### src/hdl/dffsa_pkg.sv
`default_nettype none
package dffsa_pkg;

  localparam logic [1:0] OP_RECORD  = 2'd0;
  localparam logic [1:0] OP_PRED    = 2'd1;
  localparam logic [1:0] OP_REQUEST = 2'd2;
  localparam logic [1:0] OP_UNUSED  = 2'd3;

  localparam logic [1:0] REASON_OK    = 2'd0;
  localparam logic [1:0] REASON_PRED  = 2'd1;
  localparam logic [1:0] REASON_NOFIT = 2'd2;

  typedef enum logic [1:0] {
    KIND_RECORD,
    KIND_PRED,
    KIND_REQUEST
  } kind_t;

  typedef enum logic [2:0] {
    ST_CLEAR,
    ST_IDLE,
    ST_PRED,
    ST_SEARCH,
    ST_MARK
  } state_t;

  // queued item, already classified
  typedef struct packed {
    kind_t              kind;
    logic [7:0]         id;
    logic signed [10:0] start;
    logic [9:0]         len;
    logic [9:0]         lo_base;
    logic               hi_neg;
    logic [10:0]        hi;
  } item_t;

  typedef struct packed {
    logic signed [10:0] start;
    logic [9:0]         len;
  } job_t;

endpackage
`default_nettype wire

### src/hdl/dffsa_if.sv
`default_nettype none
interface dffsa_in_if;
  logic               valid;
  logic               ready;
  logic [1:0]         operation;
  logic [7:0]         job_id;
  logic signed [10:0] start_slot;
  logic [9:0]         length;
  logic [9:0]         release_req;
  logic [10:0]        deadline;
  logic [9:0]         now;

  modport source (output valid, operation, job_id, start_slot, length, release_req,
                  deadline, now, input ready);
  modport sink (input valid, operation, job_id, start_slot, length, release_req,
                deadline, now, output ready);
endinterface

`default_nettype wire

### src/hdl/dffsa_front.sv
`default_nettype none
module dffsa_front #(
  parameter int MAX_JOBS = 256
) (
  input  wire logic            clk,
  input  wire logic            rst_n,
  dffsa_in_if.sink             in_ch,
  output dffsa_pkg::item_t     head_o,
  output logic                 head_valid_o,
  input  wire logic            pop_i
);
  import dffsa_pkg::*;

  item_t       q_r [2];
  logic        wr_ptr_r, wr_ptr_nxt;
  logic        rd_ptr_r, rd_ptr_nxt;
  logic [1:0]  cnt_r, cnt_nxt;
  item_t       item;
  logic        in_tab;
  logic        keep;
  logic        push;
  logic        pop;
  logic [11:0] diff;

  assign in_tab = ({24'd0, in_ch.job_id} < 32'(MAX_JOBS));
  assign keep   = (in_ch.operation == OP_PRED) || (in_ch.operation == OP_REQUEST) ||
                  ((in_ch.operation == OP_RECORD) && in_tab);
  assign in_ch.ready = (cnt_r != 2'd2);
  assign push   = in_ch.valid && in_ch.ready && keep;
  assign pop    = pop_i && (cnt_r != 2'd0);

  // latest start allowed by the deadline
  assign diff = {1'b0, in_ch.deadline} - {2'b00, in_ch.length};

  always_comb begin
    case (in_ch.operation)
      OP_RECORD: item.kind = KIND_RECORD;
      OP_PRED:   item.kind = KIND_PRED;
      default:   item.kind = KIND_REQUEST;
    endcase
    item.id      = in_ch.job_id;
    item.start   = in_ch.start_slot;
    item.len     = in_ch.length;
    item.lo_base = (in_ch.release_req > in_ch.now) ? in_ch.release_req : in_ch.now;
    item.hi_neg  = diff[11];
    item.hi      = diff[10:0];
  end

  always_comb begin
    wr_ptr_nxt = push ? ~wr_ptr_r : wr_ptr_r;
    rd_ptr_nxt = pop ? ~rd_ptr_r : rd_ptr_r;
    cnt_nxt    = cnt_r + {1'b0, push} - {1'b0, pop};
  end

  always_ff @(posedge clk) begin
    if (!rst_n) begin
      wr_ptr_r <= 1'b0;
      rd_ptr_r <= 1'b0;
      cnt_r    <= 2'd0;
    end else begin
      wr_ptr_r <= wr_ptr_nxt;
      rd_ptr_r <= rd_ptr_nxt;
      cnt_r    <= cnt_nxt;
    end
  end

  always_ff @(posedge clk) begin
    if (push) begin
      q_r[wr_ptr_r] <= item;
    end
  end

  assign head_o       = q_r[rd_ptr_r];
  assign head_valid_o = (cnt_r != 2'd0);

`ifndef ASSERT_OFF
  a_cnt_range: assert property (@(posedge clk) disable iff (!rst_n)
    cnt_r != 2'd3) else $error("queue count out of range");
  a_cnt_step: assert property (@(posedge clk) disable iff (!rst_n)
    (push && !pop) |=> cnt_r == $past(cnt_r) + 2'd1) else $error("queue count lost a push");
  a_ptr_gap: assert property (@(posedge clk) disable iff (!rst_n)
    (cnt_r == 2'd0 || cnt_r == 2'd2) |-> wr_ptr_r == rd_ptr_r) else $error("queue pointers skewed");
`endif

endmodule
`default_nettype wire

### src/flat_wrapper.sv
// flat-port wrapper written by rule: the top's interface ports become plain ports
module dffsa_front_flat import dffsa_pkg::*;
#(
  parameter int MAX_JOBS = 256
)
  (clk, rst_n, head_o, head_valid_o, pop_i, in_ch_valid, in_ch_operation, in_ch_job_id, in_ch_start_slot, in_ch_length, in_ch_release_req, in_ch_deadline, in_ch_now, in_ch_ready);
  dffsa_in_if in_ch_i ();
  input  wire logic clk;
  input  wire logic rst_n;
  output dffsa_pkg::item_t head_o;
  output logic head_valid_o;
  input  wire logic pop_i;
  input wire logic [$bits(in_ch_i.valid)-1:0] in_ch_valid;
  input wire logic [$bits(in_ch_i.operation)-1:0] in_ch_operation;
  input wire logic [$bits(in_ch_i.job_id)-1:0] in_ch_job_id;
  input wire logic [$bits(in_ch_i.start_slot)-1:0] in_ch_start_slot;
  input wire logic [$bits(in_ch_i.length)-1:0] in_ch_length;
  input wire logic [$bits(in_ch_i.release_req)-1:0] in_ch_release_req;
  input wire logic [$bits(in_ch_i.deadline)-1:0] in_ch_deadline;
  input wire logic [$bits(in_ch_i.now)-1:0] in_ch_now;
  output wire logic [$bits(in_ch_i.ready)-1:0] in_ch_ready;
  assign in_ch_i.valid = in_ch_valid;
  assign in_ch_i.operation = in_ch_operation;
  assign in_ch_i.job_id = in_ch_job_id;
  assign in_ch_i.start_slot = in_ch_start_slot;
  assign in_ch_i.length = in_ch_length;
  assign in_ch_i.release_req = in_ch_release_req;
  assign in_ch_i.deadline = in_ch_deadline;
  assign in_ch_i.now = in_ch_now;
  assign in_ch_ready = in_ch_i.ready;
  dffsa_front #(.MAX_JOBS(MAX_JOBS)) u_core (.clk(clk), .rst_n(rst_n), .in_ch(in_ch_i), .head_o(head_o), .head_valid_o(head_valid_o), .pop_i(pop_i));
endmodule
### config.mk
export PLATFORM = sky130hd
export DESIGN_NAME = dffsa_front_flat
export DESIGN_NICKNAME = d
export VERILOG_FILES = /design/src/hdl/dffsa_pkg.sv /design/src/hdl/dffsa_if.sv /design/src/hdl/dffsa_front.sv /design/src/flat_wrapper.sv
export SDC_FILE = /design/constraint.sdc
export NUM_CORES = 1
export LEC_CHECK = 0
export BUFFER_PORTS_ARGS = -buffer_cell sky130_fd_sc_hd__buf_2
export CAP_MARGIN = 20
export CELL_PAD_IN_SITES_DETAIL_PLACEMENT = 1
export CELL_PAD_IN_SITES_GLOBAL_PLACEMENT = 1
export CORE_MARGIN = 1
export CORE_UTILIZATION = 44
export DETAILED_ROUTE_END_ITERATION = 16
export GPL_ROUTABILITY_DRIVEN = 1
export PLACE_DENSITY_LB_ADDON = 0.1
export REMOVE_ABC_BUFFERS = 1
export SLEW_MARGIN = 20
export SYNTH_ARGS = -nofsm -noshare
export SYNTH_HDL_FRONTEND = slang
export SYNTH_SLANG_ARGS = --single-unit
### constraint.sdc
create_clock -name clk -period 3.8 [get_ports clk]
set_input_delay 0.57 -clock clk [delete_from_list [all_inputs] [get_ports clk]]
set_output_delay 0.57 -clock clk [all_outputs]
set_load 0.02 [all_outputs]
==> results of run 1 <==
[per-stage QoR]
step	cell area, sq um	hold slack [ns]	cells	util	power, mW
final	5923	0.3707	584	0.5464	3.319
after floorplan	4891	0.5042	302	-	2.308
after global placement	5722	0.5214	568	0.5278	2.638
after global routing	5923	0.3486	584	0.5464	3.482
after CTS	5923	0.3435	584	0.5464	3.371
after detailed placement	5722	0.5463	568	0.5278	2.663
[routing by layer]
| layer | wire length [um] | vias up | global-route usage |
|---|---|---|---|
| li1 | - | 1407 | - |
| met1 | 3999 | 1422 | 0.2092 |
| met2 | 4853 | 76 | 0.3022 |
| met3 | 594 | 9 | 0.04056 |
| met4 | 150 | 0 | 0.07926 |
| met5 | 0 | - | 0 |
[final timing paths]
check	from	end	slack, ns	depth (start not counted)
worst max-delay path	flop	head_o[23]	1.06	3
worst max register to register	u_core.cnt_r[0]	u_core.q_r[0][21]	1.76	5
worst min-delay path	in_ch_job_id[2]	u_core.q_r[0][45]	0.37	1
worst min register to register	u_core.rd_ptr_r	flop	0.56	2
[worst register-to-register path: stages (launching register included)]
cell and delay [ns]:
dfxtp_1 0.35, inv_1 0.05, nand2_1 0.07, nand3_1 0.16, nor2_4 0.70, buf_4 0.40
[flip-flops by register name (all words and copies together), names as in the netlist, named ones only]
name,cells
u_core.rd_ptr_r,1
u_core.q_r,106
u_core.cnt_r,2
u_core.wr_ptr_r,1
[power breakdown]
| group | total [mW] | internal, mW | switching, mW | leakage (nW) |
|---|---|---|---|---|
| sequential | 1.59 | 1.51 | 0.0799 | 1.02 |
| combinational | 1.02 | 0.439 | 0.582 | 1.25 |
| clock | 0.706 | 0.260 | 0.446 | 0.0979 |
| total | 3.32 | 2.21 | 1.11 | 2.37 |
[cell usage after synthesis, types with 4 or more instances]
master	number	area (sq um)
edfxtp_1	106	3183
mux2_2	63	709.4
inv_1	28	105.1
ha_1	22	275.3
nor2_1	10	37.54
a21oi_1	7	35.03
and2_1	5	31.28
dfxtp_1	5	100.1
nand2b_1	5	31.28
o21ai_0	5	25.02
xnor2_1	5	43.79
a211oi_1	4	30.03
clkbuf_1	4	15.01
nand2_1	4	15.01
nor2b_1	4	25.02
xor2_1	4	35.03
[cell families (layout without fill, tap and decap cells)]
group / Yosys count / after routing / share of synthesized area
AND/OR/NAND/NOR: 38 / 38 / 0.04096
XOR/XNOR: 9 / 9 / 0.01603
multiplexers: 64 / 64 / 0.1463
adder cells (fa/ha/maj): 23 / 23 / 0.06005
AO/OA/AOI/OAI: 29 / 29 / 0.04224
buffers and inverters: 35 / 170 / 0.02672
flip-flops: 111 / 111 / 0.6677
[area by class of cell]
type | instances | area (sq um)
flip-flops and latches | 111 | 3284
clock buffers | 9 | 123.9
clock inverters | 7 | 77.57
well taps | 140 | 175.2
repair buffers | 126 | 645.6
inverters | 28 | 105.1
fillers | 1119 | 4917
multi-input cells | 163 | 1511
==> run summary, run 1 <==
result of the run - complete, no violations
Fmax - 365.3 MHz
net total in the final layout - 528
global route overflow - 0
number of slew-limit violations in the final report - 0
post-route minimum period - 2.737 ns
ordered cell list for the critical path - buf_4 -> mux2_2 -> buf_2
antenna violations before repair - 0
min setup slack post-route - 1.063 ns
ys flop type - edfxtp_1
wire length of the first global-routing pass - 15100 um
H-tree Lvls - 3
most common library cell in the layout ignoring fill and taps - buf_2
WL final - 9598 um
share of synthesized registers carrying an async set or reset - 0
DP Worst Slack - 1.165 ns
die boundary width - 107.7 um
post-CTS clock slew at the launch and capture registers of the worst setup and hold paths - 0.11 ns
Setup Total Neg Slack - 0 ns
Detailed Place HPWL - 6961 um
total of warnings raised by yosys - 0
number of buffer and inverter stages on the critical path - 2
TritonCTS Sinks - 111
crit-path max cell delay - 0.87 ns
height of the die - 107.7 um
First DRT Iteration DRCs - 91
synthesized area divided by synthesized cell count - 15.91 sq um
Hold WC Path Type - primary input to flop
clock root buffer - clkbuf_8
Post-CTS Hold Fix Bufs - 0
All-Layer GR Usage - 0.1759
vias per cell - 4.990
std cell rows - 38
share of post-route cells with drive strength above 1 - 0.4775
final worst clock skew - 0.01048 ns
cell with the biggest individual delay on the critical path - dfxtp_2
Core Area - 0.01084 sq mm
relative area change from synthesis to final layout - 20.46%
synthesis-stage register bit count - 111
Worst IR Drop VDD - 0.0003126 V
clock tree from TritonCTS - yes
maximum number of pins on one net before global-route repair - 32
areal power density over the cells - 560.3 mW/mm^2
Initial Utilization - 0.4536
remaining antenna violation count after routing - 0
cell class contributing the biggest share of worst-path delay - flip-flops
post-synth design cell area - 0.004917 sq mm
IO Count - 121
sequential share of the synthesized area - 0.6677
detailed-router iteration count before antenna repair - 4
post-CTS setup-driven buffer insertion count - 0
largest fanout of any net on the critical path - 31
cell count after synthesis - 309
count of maximum capacitance violations - 0
EDFF count, synth - 106
number of clock buffers inserted by TritonCTS - 9
transition time at the pin with the least slew margin - 0.8689 ns
clk_lat worst skew - 0.38 ns
share of the cycle needed by the critical path after routing - 0.7204
Antenna Cells - 0
Residual DRC - 0
Critical Path Source Type - flop
Post-CTS Resized - 0
area enclosed by the die boundary - 0.01160 sq mm
number of setup violations in the final report - 0
top library cells by usage in the layout, fill and taps aside - buf_2 (120), edfxtp_1 (106), mux2_2 (63)
unrepaired setup endpoints after global routing - false
category of the critical setup timing path - flop to output pin
weighted congestion reported at the end of routability-driven placement - 0.7671
worst endpoint data arrival time - 2.17 ns
Max Buffers Root-to-Sink - 2
data required time at the worst endpoint - 3.23 ns
max-slew headroom at the worst pin - 0.4193
Leak Pwr - 2.369 nW
overall via count from detail_route - 2914
vias in the first global route - 3135
capturing element type of the critical path - output pin
count of cell types in the netlist - 34
number of failing hold endpoints at the final stage - 0
number of port buffers - 120
post-detailed-route wirelength per cell - 16.43 um
Note: power is estimated with default switching activity, not from simulation.
==> run 2, diff against run 1 <==
- CORE_UTILIZATION: 44 -> 39
- clock period: 3.8 -> 2.5 ns (I/O delays scaled with it)
==> run 2 against run 1 <==
First-iteration DRC count up 27%. Sequential share of layout area down 1.6 points. Largest cell class unchanged. Clock power up 110%. Global-route usage down 2.7 points.
==> run summary, run 2 (same netlist as run 1, synthesis figures left out) <==
unrepaired setup endpoints after global routing - false
clock tree from TritonCTS - yes
antenna violations before repair - 0 (unchanged)
Residual DRC - 0 (unchanged)
weighted congestion reported at the end of routability-driven placement - 0.7030 (-8.4%)
wire length of the first global-routing pass - 14390 um (-4.8%)
crit-path max cell delay - 0.35 ns (-0.52 ns)
Critical Path Source Type - primary input
share of the cycle needed by the critical path after routing - 0.8042
remaining antenna violation count after routing - 0 (unchanged)
Post-CTS Resized - 0 (unchanged)
transition time at the pin with the least slew margin - 0.4820 ns (-0.3869 ns)
post-route total power - 5.474 mW (+65%)
Net Sw Frac - 0.3088 (-0.02487)
global route overflow - 0 (unchanged)
number of failing hold endpoints at the final stage - 0 (unchanged)
Detailed Place HPWL - 6690 um (-3.9%)
post-detailed-route wirelength per cell - 15.25 um (-7.2%)
areal power density over the cells - 896.9 mW/mm^2 (+60%)
number of port buffers - 120 (unchanged)
vias in the first global route - 3038 (-3.1%)
maximum number of pins on one net before global-route repair - 43 (+34%)
vias per cell - 4.771 (-4.4%)
area enclosed by the die boundary - 0.01306 sq mm (+13%)
Worst IR Drop VDD - 0.0004513 V (+44%)
Fmax - 497.4 MHz
result of the run - complete, no violations
post-CTS clock slew at the launch and capture registers of the worst setup and hold paths - 0.08 ns (-0.03 ns)
part of the total power dissipated in the clock network - 0.272 (+0.059)
All-Layer GR Usage - 0.1486 (-0.02725)
capturing element type of the critical path - flop
count of maximum capacitance violations - 0 (unchanged)
net total in the final layout - 531 (+0.57%)
relative area change from synthesis to final layout - 24.12%
number of setup violations in the final report - 0 (unchanged)
data required time at the worst endpoint - 2.60 ns (-0.63 ns)
Hold WC Path Type - primary input to flop
Post-CTS Hold Fix Bufs - 0 (unchanged)
cell class contributing the biggest share of worst-path delay - compound AO/OA/AOI/OAI gates
First DRT Iteration DRCs - 116 (+27%)
cell with the biggest individual delay on the critical path - mux2_2
worst endpoint data arrival time - 2.11 ns (-0.06 ns)
power share of the sequential group - 0.428 (-0.052)
final worst clock skew - 0.009830 ns (-0.0006512 ns)
ordered cell list for the critical path - buf_2 -> inv_1 -> ha_1 -> nand4_1 -> a211oi_1 -> a2111oi_2 -> a31oi_4 -> buf_4 -> mux2_2
top library cells by usage in the layout, fill and taps aside - buf_2 (120), edfxtp_1 (106), mux2_2 (63)
clk_lat worst skew - 0.35 ns (-0.03 ns)
internal power - 3.784 mW (+71%)
post-CTS setup-driven buffer insertion count - 0 (unchanged)
WL final - 9379 um (-2.3%)
share of post-route cells with drive strength above 1 - 0.4810 (+0.003507)
TritonCTS Sinks - 111 (unchanged)
final standard cell utilization of the core - 0.5019 (-0.04455)
number of clock buffers inserted by TritonCTS - 9 (unchanged)
flip-flop count of the largest register after layout - 106 (unchanged)
overall via count from detail_route - 2934 (+0.69%)
number of buffer and inverter stages on the critical path - 3 (+1)
post-route minimum period - 2.011 ns
Largest regs - u_core.q_r x106, u_core.cnt_r x2
die boundary width - 114.3 um (+6.1%)
number of slew-limit violations in the final report - 0 (unchanged)
register with the highest flop count - u_core.q_r
largest fanout of any net on the critical path - 4 (-87%)
Core Area - 0.01216 sq mm (+12%)
switching power total - 1.690 mW (+53%)
clock root buffer - clkbuf_16
final worst hold slack - 0.2046 ns (-0.1661 ns)
DP Worst Slack - 0.1278 ns (-1.037 ns)
height of the die - 114.3 um (+6.1%)
max-slew headroom at the worst pin - 0.6786 (+0.2593)
category of the critical setup timing path - primary input to flop
Leak Pwr - 2.445 nW (+3.2%)
most common library cell in the layout ignoring fill and taps - buf_2
std cell rows - 40 (+5.3%)
H-tree Lvls - 3 (unchanged)
detailed-router iteration count before antenna repair - 4 (unchanged)
combinational fraction of design power - 0.299 (-0.009)
min setup slack post-route - 0.4895 ns (-0.5731 ns)
Antenna Cells - 0 (unchanged)
Initial Utilization - 0.4043 (-0.04928)
Max Buffers Root-to-Sink - 2 (unchanged)
number of filler cells placed in the layout - 1240 (+11%)
IO Count - 121 (unchanged)
==> run 2: cell count changes in the layout (fill, tap and decap cells not counted), moves of 2 or more <==
cell,delta
clkbuf_16,+9
clkbuf_8,-9
buf_4,+2
clkinv_8,-2
inv_8,+2
==> run 2: final cells by class <==
class,count,area (sq um),area share
inverters,28,105.1,0.01722
repair buffers,129,680.7,0.1115
multi-input cells,163,1511,0.2476
flip-flops and latches,111,3284,0.5381
well taps,168,210.2,0.03444
clock inverters,7,86.33,0.01415
clock buffers,9,225.2,0.03690
==> run 2: final timing paths <==
kind                            slack, ns           endpoint             from  cells past startpoint
worst max-delay path                 0.49  u_core.q_r[0][14]     in_ch_now[5]                      9
worst min-delay path                 0.20  u_core.q_r[1][48]  in_ch_job_id[5]                      1
worst max register to register       0.68    u_core.cnt_r[1]  u_core.cnt_r[1]                      8
worst min register to register       0.54    u_core.rd_ptr_r  u_core.rd_ptr_r                      2
==> run 2: metal layers <==
metal / wire length (um) / GRT usage / vias up
li1: - / - / 1423
met1: 3944 / 0.1688 / 1419
met2: 4704 / 0.2562 / 76
met3: 531 / 0.04023 / 16
met4: 199 / 0.07792 / 0
met5: 0 / 0 / -
==> run 2: worst register-to-register path, cell delays in order, from the launching register on <==
cell and delay, ns:
dfxtp_1 0.33, or2_2 0.28, and2_1 0.19, ha_1 0.29
inv_1 0.04, ha_1 0.18, xnor2_1 0.13, xnor2_1 0.12
and2_1 0.15
==> run 2: power by group through the flow <==
| stage | Combinational (mW) | Sequential [mW] | Clock (mW) |
|---|---|---|---|
| finish | 1.64 | 2.35 | 1.49 |
| global route | 1.78 | 2.36 | 1.59 |
| CTS | 1.68 | 2.35 | 1.54 |
| detailed placement | 1.67 | 2.39 | 0 |
| global placement | 1.65 | 2.38 | 0 |
| floorplan | 1.04 | 2.47 | 0 |
==> run 2: metrics by stage <==
stage          setup TNS [ns]  cells  instance area [sq um]
3_5_place_dp                0    599                   5792
2_1_floorplan          -48.12    302                   4891
6_report                    0    615                   6103
5_1_grt                     0    615                   6103
3_3_place_gp                0    599                   5792
4_1_cts                     0    615                   6103
